--- src/rtl/command_keyword_matcher_assert.svh ---
// Assertion helpers included by the matcher scan module.
// Each macro expects clk and rst_n in scope.
`ifndef COMMAND_KEYWORD_MATCHER_ASSERT_SVH
`define COMMAND_KEYWORD_MATCHER_ASSERT_SVH

// Property that must hold at every edge outside reset
`define CKM_ASSERT(lbl, prop, msg) \
  lbl: assert property (@(posedge clk) disable iff (!rst_n) prop) \
    else $error(msg);

// Condition at one edge implies a result at the next edge
`define CKM_ASSERT_NEXT(lbl, cond, res, msg) \
  lbl: assert property (@(posedge clk) disable iff (!rst_n) (cond) |=> (res)) \
    else $error(msg);

`endif

--- src/rtl/ckm_pkg.sv ---
// ----------------------------------------------------------------------------
// ckm_pkg
// Shared constants, types and the command name table of the keyword matcher.
// ----------------------------------------------------------------------------
`default_nettype none

package ckm_pkg;

  localparam int MAX_COMMANDS = 16;
  localparam int NAME_SLOTS   = 16;
  localparam int IDX_W        = $clog2(MAX_COMMANDS);
  localparam int SLOT_W       = $clog2(NAME_SLOTS);
  localparam int CNT_W        = $clog2(MAX_COMMANDS + 1);
  localparam int POS_W        = $clog2(NAME_SLOTS + 1);
  localparam int ROM_AW       = IDX_W + SLOT_W;
  localparam int ROW_W        = 8 * NAME_SLOTS;

  localparam logic [7:0] CHAR_LF = 8'h0A;
  localparam logic [7:0] CHAR_CR = 8'h0D;

  // Register map (word index)
  localparam int CFG_AW          = 3;
  localparam logic REG_NUM_COMMANDS = 1'b0;
  localparam logic [4:0] NUM_COMMANDS_RESET = 5'd9;

  // Names left-aligned in a row, zero padded
  localparam logic [ROW_W-1:0] NAME_ROWS [MAX_COMMANDS] = '{
    {"led1-on",  72'h0},
    {"led2-on",  72'h0},
    {"led3-on",  72'h0},
    {"led1-off", 64'h0},
    {"led2-off", 64'h0},
    {"led3-off", 64'h0},
    {"leds-on",  72'h0},
    {"leds-off", 64'h0},
    {"help",     96'h0},
    '0, '0, '0, '0, '0, '0, '0
  };

  typedef enum logic [1:0] {
    SC_IDLE,
    SC_SCAN,
    SC_DONE
  } scan_state_t;

  typedef struct packed {
    logic [7:0]       echo_char;
    logic             prompt_after;
    logic             matched;
    logic [IDX_W-1:0] match_index;
    logic             all_rejected;
  } result_t;

  // Byte of the name table at {entry, slot}
  function automatic logic [7:0] name_byte(input logic [ROM_AW-1:0] addr);
    logic [ROW_W-1:0] row;
    row = NAME_ROWS[addr[ROM_AW-1:SLOT_W]] << {addr[SLOT_W-1:0], 3'b000};
    return row[ROW_W-1 -: 8];
  endfunction

endpackage

`default_nettype wire

--- src/rtl/ckm_name_rom.sv ---
// ----------------------------------------------------------------------------
// ckm_name_rom
// Command name table, one byte per read, registered read data.
// ----------------------------------------------------------------------------
`default_nettype none

module ckm_name_rom import ckm_pkg::*; (
  input  wire logic              clk,
  input  wire logic [ROM_AW-1:0] rd_addr,
  output logic      [7:0]        rd_data
);

  logic [7:0] rd_data_r;

  always_ff @(posedge clk) begin
    rd_data_r <= name_byte(rd_addr);
  end

  assign rd_data = rd_data_r;

endmodule

`default_nettype wire

--- src/rtl/ckm_scan.sv ---
// ----------------------------------------------------------------------------
// ckm_scan
// Per-character scan of the name table: one entry read per cycle, compare on
// the following cycle, round state kept in registers.
// ----------------------------------------------------------------------------
`default_nettype none

module ckm_scan import ckm_pkg::*; (
  input  wire logic             clk,
  input  wire logic             rst_n,
  input  wire logic [4:0]       num_commands,
  input  wire logic             char_valid,
  output logic                  char_ready,
  input  wire logic [7:0]       char_in,
  output logic                  res_valid,
  input  wire logic             res_take,
  output result_t               res
);

  `include "command_keyword_matcher_assert.svh"

  scan_state_t       state_r, state_nxt;
  logic [7:0]        char_r, char_nxt;
  logic [CNT_W-1:0]  iss_r, iss_nxt;
  logic              ev_vld_r, ev_vld_nxt;
  logic [IDX_W-1:0]  ev_idx_r, ev_idx_nxt;
  logic [POS_W-1:0]  pos_r, pos_nxt;
  logic [MAX_COMMANDS-1:0] marks_r, marks_nxt;
  logic [CNT_W-1:0]  total_r, total_nxt;
  result_t           res_r, res_nxt;

  logic [CNT_W-1:0]  n_eff;
  logic [7:0]        rd_data;
  logic              eol;
  logic              ended;
  logic              live;
  logic              hit;
  logic              all_rej;
  logic              finish;

  assign n_eff = (num_commands > CNT_W'(MAX_COMMANDS)) ? CNT_W'(MAX_COMMANDS)
                                                        : CNT_W'(num_commands);

  ckm_name_rom u_rom (
    .clk     (clk),
    .rd_addr ({iss_r[IDX_W-1:0], pos_r[SLOT_W-1:0]}),
    .rd_data (rd_data)
  );

  always_ff @(posedge clk) begin
    if (!rst_n) begin
      state_r  <= SC_IDLE;
      ev_vld_r <= 1'b0;
      pos_r    <= '0;
      marks_r  <= '0;
      total_r  <= '0;
    end else begin
      state_r  <= state_nxt;
      ev_vld_r <= ev_vld_nxt;
      pos_r    <= pos_nxt;
      marks_r  <= marks_nxt;
      total_r  <= total_nxt;
    end
  end

  always_ff @(posedge clk) begin
    char_r   <= char_nxt;
    iss_r    <= iss_nxt;
    ev_idx_r <= ev_idx_nxt;
    res_r    <= res_nxt;
  end

  always_comb begin
    state_nxt  = state_r;
    char_nxt   = char_r;
    iss_nxt    = iss_r;
    ev_vld_nxt = 1'b0;
    ev_idx_nxt = ev_idx_r;
    pos_nxt    = pos_r;
    marks_nxt  = marks_r;
    total_nxt  = total_r;
    res_nxt    = res_r;
    char_ready = 1'b0;
    res_valid  = 1'b0;

    eol    = (char_r == CHAR_LF) || (char_r == CHAR_CR);
    ended  = pos_r[POS_W-1] || (rd_data == 8'h00);
    live   = ev_vld_r && !marks_r[ev_idx_r];
    hit    = live && ended && eol;
    finish = hit || (iss_r >= n_eff);
    all_rej = 1'b0;

    case (state_r)
      SC_IDLE: begin
        char_ready = 1'b1;
        if (char_valid) begin
          char_nxt  = char_in;
          iss_nxt   = '0;
          state_nxt = SC_SCAN;
        end
      end
      SC_SCAN: begin
        // Reject the entry read last cycle on mismatch or early end
        if (live && !hit && (ended || (char_r != rd_data))) begin
          marks_nxt[ev_idx_r] = 1'b1;
          total_nxt           = total_r + CNT_W'(1);
        end
        if (finish) begin
          all_rej = !hit && (total_nxt >= n_eff);
          res_nxt.echo_char    = char_r;
          res_nxt.prompt_after = (char_r == CHAR_LF);
          res_nxt.matched      = hit;
          res_nxt.match_index  = hit ? ev_idx_r : '0;
          res_nxt.all_rejected = all_rej;
          if (hit || all_rej) begin
            pos_nxt   = '0;
            marks_nxt = '0;
            total_nxt = '0;
          end else if (!pos_r[POS_W-1]) begin
            pos_nxt = pos_r + POS_W'(1);
          end
          state_nxt = SC_DONE;
        end else begin
          // Issue the read of the next entry
          ev_vld_nxt = 1'b1;
          ev_idx_nxt = iss_r[IDX_W-1:0];
          iss_nxt    = iss_r + CNT_W'(1);
        end
      end
      SC_DONE: begin
        res_valid = 1'b1;
        if (res_take) begin
          state_nxt = SC_IDLE;
        end
      end
      default: begin
        state_nxt = SC_IDLE;
      end
    endcase
  end

  assign res = res_r;

  `CKM_ASSERT(a_eval_in_scan, (ev_vld_r |-> (state_r == SC_SCAN)), "compare outside scan")
  `CKM_ASSERT(a_total_matches_marks,
              (32'(total_r) == $countones(marks_r)),
              "reject count drift")
  `CKM_ASSERT(a_done_exclusive,
              ((state_r == SC_DONE) |-> !(res_r.matched && res_r.all_rejected)),
              "match and reject together")
  `CKM_ASSERT(a_round_cleared,
              (((state_r == SC_DONE) && (res_r.matched || res_r.all_rejected)) |->
               ((pos_r == '0) && (marks_r == '0))),
              "round not restarted")
  `CKM_ASSERT_NEXT(a_scan_follows_accept,
                   ((state_r == SC_IDLE) && char_valid),
                   (state_r == SC_SCAN),
                   "accept did not start scan")

endmodule

`default_nettype wire

--- src/rtl/command_keyword_matcher.sv ---
// ----------------------------------------------------------------------------
// command_keyword_matcher
// Matches received characters against a table of command names.
//
// Input channel: in_valid / in_ready with in_rx_char, one character per
//   transfer. Result channel: out_valid / out_ready with one result per
//   character: the echoed byte, a prompt flag for LF, a match flag with the
//   winning table index, and an all-rejected flag that restarts the round.
// Configuration: APB-style port, register 0 (byte address 0) holds
//   num_commands, 5 bits, reset 9; values above 16 act as 16. Write it only
//   while the block is idle. pready is tied high.
// Timing: a character is accepted in the idle state; the scan then issues one
//   name-table read per entry up to num_commands (capped at 16), comparing
//   each entry in the cycle after its read, and a done state holds the
//   result until the output register takes it, which drives out_valid.
//   The scan stops early at the first matching entry.
// Reset: synchronous, active low; clears the round (position, reject marks)
//   and restores num_commands to 9.
// Stall: the result register holds a finished result while out_ready is low;
//   the scanner accepts and works on the next character meanwhile and then
//   holds its own result until the output register frees.
// ----------------------------------------------------------------------------
`default_nettype none

module command_keyword_matcher import ckm_pkg::*; (
  input  wire logic              clk,
  input  wire logic              rst_n,
  // input channel
  input  wire logic              in_valid,
  output logic                   in_ready,
  input  wire logic [7:0]        in_rx_char,
  // result channel
  output logic                   out_valid,
  input  wire logic              out_ready,
  output logic [7:0]             out_echo_char,
  output logic                   out_prompt_after,
  output logic                   out_matched,
  output logic [IDX_W-1:0]       out_match_index,
  output logic                   out_all_rejected,
  // configuration port
  input  wire logic              psel,
  input  wire logic              penable,
  input  wire logic              pwrite,
  input  wire logic [CFG_AW-1:0] paddr,
  input  wire logic [31:0]       pwdata,
  output logic      [31:0]       prdata,
  output logic                   pready
);

  logic [4:0] num_cmd_r;
  logic       out_valid_r;
  result_t    out_res_r;
  result_t    scan_res;
  logic       scan_valid;
  logic       res_take;
  logic       cfg_wr;

  // Register write on the access phase; the word index is paddr[2]
  assign pready = 1'b1;
  assign cfg_wr = psel && penable && pwrite && (paddr[2] == REG_NUM_COMMANDS);

  always_ff @(posedge clk) begin
    if (!rst_n) begin
      num_cmd_r <= NUM_COMMANDS_RESET;
    end else if (cfg_wr) begin
      num_cmd_r <= pwdata[4:0];
    end
  end

  // Read back: the only register, zero elsewhere
  assign prdata = (paddr[2] == REG_NUM_COMMANDS) ? {27'b0, num_cmd_r} : 32'b0;

  ckm_scan u_scan (
    .clk          (clk),
    .rst_n        (rst_n),
    .num_commands (num_cmd_r),
    .char_valid   (in_valid),
    .char_ready   (in_ready),
    .char_in      (in_rx_char),
    .res_valid    (scan_valid),
    .res_take     (res_take),
    .res          (scan_res)
  );

  // Advance a finished result into the output register when it is empty or
  // being drained this cycle
  assign res_take = !out_valid_r || out_ready;

  always_ff @(posedge clk) begin
    if (!rst_n) begin
      out_valid_r <= 1'b0;
    end else if (res_take) begin
      out_valid_r <= scan_valid;
    end
  end

  always_ff @(posedge clk) begin
    if (res_take && scan_valid) begin
      out_res_r <= scan_res;
    end
  end

  assign out_valid        = out_valid_r;
  assign out_echo_char    = out_res_r.echo_char;
  assign out_prompt_after = out_res_r.prompt_after;
  assign out_matched      = out_res_r.matched;
  assign out_match_index  = out_res_r.match_index;
  assign out_all_rejected = out_res_r.all_rejected;

endmodule

`default_nettype wire
--- config.mk ---
export PLATFORM = sky130hd
export DESIGN_NAME = command_keyword_matcher
export DESIGN_NICKNAME = d
export VERILOG_FILES = /design/src/rtl/ckm_pkg.sv /design/src/rtl/ckm_name_rom.sv /design/src/rtl/ckm_scan.sv /design/src/rtl/command_keyword_matcher.sv
export VERILOG_INCLUDE_DIRS = /design/src /design/src/rtl
export SDC_FILE = /design/constraint.sdc
export NUM_CORES = 1
export LEC_CHECK = 0
export BUFFER_PORTS_ARGS = -buffer_cell sky130_fd_sc_hd__buf_2
export CELL_PAD_IN_SITES_DETAIL_PLACEMENT = 0
export CELL_PAD_IN_SITES_GLOBAL_PLACEMENT = 1
export CORE_MARGIN = 2
export CORE_UTILIZATION = 35
export CTS_BUF_LIST = sky130_fd_sc_hd__clkbuf_2
export DETAILED_ROUTE_END_ITERATION = 8
export GPL_TIMING_DRIVEN = 0
export PLACE_DENSITY_LB_ADDON = 0.1
export SLEW_MARGIN = 0
export SYNTH_ARGS = -nofsm -noshare
export SYNTH_HDL_FRONTEND = slang
export SYNTH_SLANG_ARGS = --single-unit
--- constraint.sdc ---
create_clock -name clk -period 6.28 [get_ports clk]
set_input_delay 0.942 -clock clk [delete_from_list [all_inputs] [get_ports clk]]
set_output_delay 0.942 -clock clk [all_outputs]
set_load 0.005 [all_outputs]
==> flow_summary_export.csv <==
group,metric,value,unit
status,status,"complete, no violations",
setup_path,r2r_end,"u_scan.marks_r[10]",
clock_network,cts.sinks,89,
route,vias,2893,
sta,slew_viol_final,0,
finish,area_delta_synth_final,14.5,%
power_and_ir_drop,power-per-cell-area,233,nW/um^2
clock_network,worstSkewPairLatency,0.57,ns
clock_network,cts_buffer_depth,2,
floorplan,die_w,114,um
floorplan,ios,100,
setup_path,slowest_delay,0.81,ns
synth,synth_seq_cells,89,
route,avgViaCountPerCell,4.65,
job,drv_cap,0,
setup_path,r2r_slack,1.43,ns
sta,period_share,0.773,
sta,slew_headroom,0.156,
sta,timing.setup.tns,0,ns
sta,tightest_slew,1.26,ns
placed_design,hpwl,6.19,mm
worst_hold_path,worstHoldStart,"u_scan.res[1]",
setup_path,reg2reg_depth,14,
setup_path,path_class,"register to register",
worst_hold_path,min_path_type,"register to register",
clock_network,cts_repair_resize_count,0,
global_routing,antenna_found_initial,1,
route,drc_errors,0,
floorplan,core_area,12000,sq um
global_routing,grt_pass1_vias,2756,
floorplan,row_count,40,
setup_path,worstSetupEndpointType,"register",
finish,regArea,2250,sq um
worst_hold_path,whs_path_depth,0,
synth,seq_area_frac_synth,0.528,
global_routing,grt-ovfl-total,0,
finish,stdcell_area,4880,sq um
setup_path,required,6.80,ns
clock_network,cts_root_buf,"clkbuf_2",
setup_path,arrival,5.37,ns
sta,hold_violations,0,
synth,async_flop_share,0,
setup_path,cpMaxStageDelayCell,"a311oi_1",
route,routed_wl,8.30,mm
finish,drive_gt1_frac,0.213,
route,postRouteAntennaNets,0,
sta,clock.fmax,0.206,GHz
clock_network,post_cts_buffers,0,
floorplan,die_y,114,um
route,drt-pass1-iter-count,4,
sta,setup_violations,0,
placed_design,place.gp.congestion,0.774,
clock_network,ctsHtreeMaxLevel,3,
global_routing,grt_usage,0.135,
floorplan,dieArea,13100,sq um
setup_path,worstReg2RegStart,"u_scan.ev_idx_r[1]",
synth,netlist_instances,390,
synth,yosysUniqueCellTypes,53,
setup_path,cp-start-kind,"register",
power_and_ir_drop,total_leakage_power,1.95,nW
floorplan,initial_core_util,0.357,
worst_hold_path,min_to,"out_match_index[0]",
setup_path,cp_max_fo,10,
finish,n_fill_cell,1195,
synth,yosysWarnings,0,
clock_network,cts_tree,"built",
clock_network,clkSlewWorstSetupHoldPaths,0.23,ns
synth,synthFlopType,"edfxtp_1",
setup_path,crit_start,"u_scan.ev_idx_r[1]",
synth,postSynthAreaPerCell,10.9,sq um
sta,fin_skew,0.0230,ns
placed_design,port_buffers,41,
route,post_drt_wl_per_cell,13.3,um
sta,finalCriticalPeriod,4.85,ns
setup_path,crit_chain,"mux4_1 > mux2i_1 > and3_1 > nor2_1 > a311oi_1 > mux2_2 > ha_1 > a211oi_1 > o21bai_1 > a21oi_1 > o21ai_0 > a21boi_2 > buf_2 > o21a_1",
route,drtIter0Drc,138,
synth,synth-edff-count,47,
power_and_ir_drop,peakVddDrop,0.0733,mV
global_routing,grt_max_degree,16,
finish,fin_nets,535,
sta,grt_setup_unrepaired,"no",
clock_network,cts_made_buffers,9,
finish,multi_input_area,1760,sq um
global_routing,grt_pass1_wl,13.6,mm
clock_network,hold_buffers,0,
synth,syn_area,4270,sq um
placed_design,post_dp_cell_area,4770,sq um
[power breakdown]
part / switching, mW / total [mW] / internal, mW / leakage [nW]
logic: 0.102 / 0.179 / 0.0770 / 1.10
clock network: 0.191 / 0.282 / 0.0908 / 0.0670
registers: 0.0247 / 0.678 / 0.654 / 0.775
[through the flow]
step	setup slack, ns	hold slack, ns	total power [mW]	util	cells
after global routing	1.06	0.458	1.21	0.408	622
after global placement	1.48	0.401	0.868	0.397	604
after detailed placement	1.46	0.405	0.872	0.399	605
after CTS	1.38	0.445	1.16	0.408	621
final	1.43	0.431	1.14	0.408	622
after floorplan	2.54	0.400	0.816	-	416
[worst max-delay path, delay by kind of cell (launching register included)]
kind,cells,cell delay [ns]
AOI/OAI and AO/OA,7,2.29
adders and majority gates,1,0.27
buffers and inverters,1,0.29
DFF,1,0.45
muxes,3,1.21
and+or+nand+nor,2,0.30
[synthesized netlist by cell type, types with 9 or more instances]
cell / instances / area share
ha_1: 16 / 0.047
edfxtp_1: 47 / 0.33
nor3_1: 11 / 0.013
o21ai_0: 10 / 0.012
nor4_1: 12 / 0.018
nor2_1: 24 / 0.021
mux2i_1: 11 / 0.026
nand2b_1: 9 / 0.013
nor2b_1: 15 / 0.022
clkbuf_1: 11 / 0.0097
buf_4: 30 / 0.053
nand2_1: 24 / 0.021
inv_1: 12 / 0.011
o21a_1: 18 / 0.032
dfxtp_1: 42 / 0.20
xor2_1: 9 / 0.018
a21oi_1: 9 / 0.011
[cell families after synthesis]
group,share of synthesized area
AO/OA/AOI/OAI,0.123
AND/OR/NAND/NOR,0.142
multiplexers,0.0460
adder cells (fa/ha/maj),0.0469
flip-flops,0.528
buffers and inverters,0.0838
XOR/XNOR,0.0287
other,0.00176
[cells in the final DEF, fill, tap and decap left out, types with 2 or more instances in the layout]
cell and instances:
a211oi_1 3, a21boi_0 2, a21o_1 3, a21oi_1 8, a311oi_1 3, a31oi_1 4, and2_1 7, buf_2 45
buf_4 30, buf_6 2, clkbuf_1 11, clkbuf_2 10, clkinv_1 3, conb_1 28, dfxtp_1 42, edfxtp_1 47
ha_1 16, inv_1 12, mux2_2 3, mux2i_1 11, mux4_1 2, nand2_1 24, nand2b_1 9, nand3_1 7
nand4b_1 2, nor2_1 24, nor2b_1 15, nor3_1 11, nor4_1 12, o21a_1 18, o21ai_0 10, o21bai_1 5
o22ai_1 4, o31a_1 3, xnor2_1 5, xor2_1 9
[routing by layer]
| layer | track usage | share of wire | up-vias |
|---|---|---|---|
| li1 | - | - | 1500 |
| met1 | 0.180 | 0.49 | 1315 |
| met2 | 0.211 | 0.45 | 66 |
| met3 | 0.0265 | 0.037 | 12 |
| met4 | 0.0683 | 0.020 | 0 |
| met5 | 0 | 0 | - |
[sequential cells by signal (all words and copies together) (netlist names), 5 cells and up]
signal	flops
u_scan.u_rom.rd_data	7
out_echo_char	8
u_scan.total_r	5
u_scan.iss_r	5
u_scan.marks_r	16
num_cmd_r	5
u_scan.res	15
u_scan.char_r	8
u_scan.pos_r	5
[area by class of cell]
type	instances	share of cell area
diodes	1	0.000512
plain buffers	47	0.0633
clock buffers	10	0.0102
clock inverters	6	0.0120
inverters	13	0.00999
multi-input cells	267	0.360
flip-flops and latches	89	0.461
well taps	147	0.0377
repair buffers	42	0.0451
[how the worst max path moves through the flow]
stage	end	slack, ns	cells after the start
finish	u_scan.marks_r[10]	1.43	14
global route	u_scan.marks_r[10]	1.06	15
CTS	u_scan.marks_r[14]	1.38	14
detailed placement	u_scan.marks_r[12]	1.46	14
global placement	u_scan.marks_r[11]	1.48	14
floorplan	u_scan.marks_r[10]	2.54	14
(Power assumes the default switching activity.)
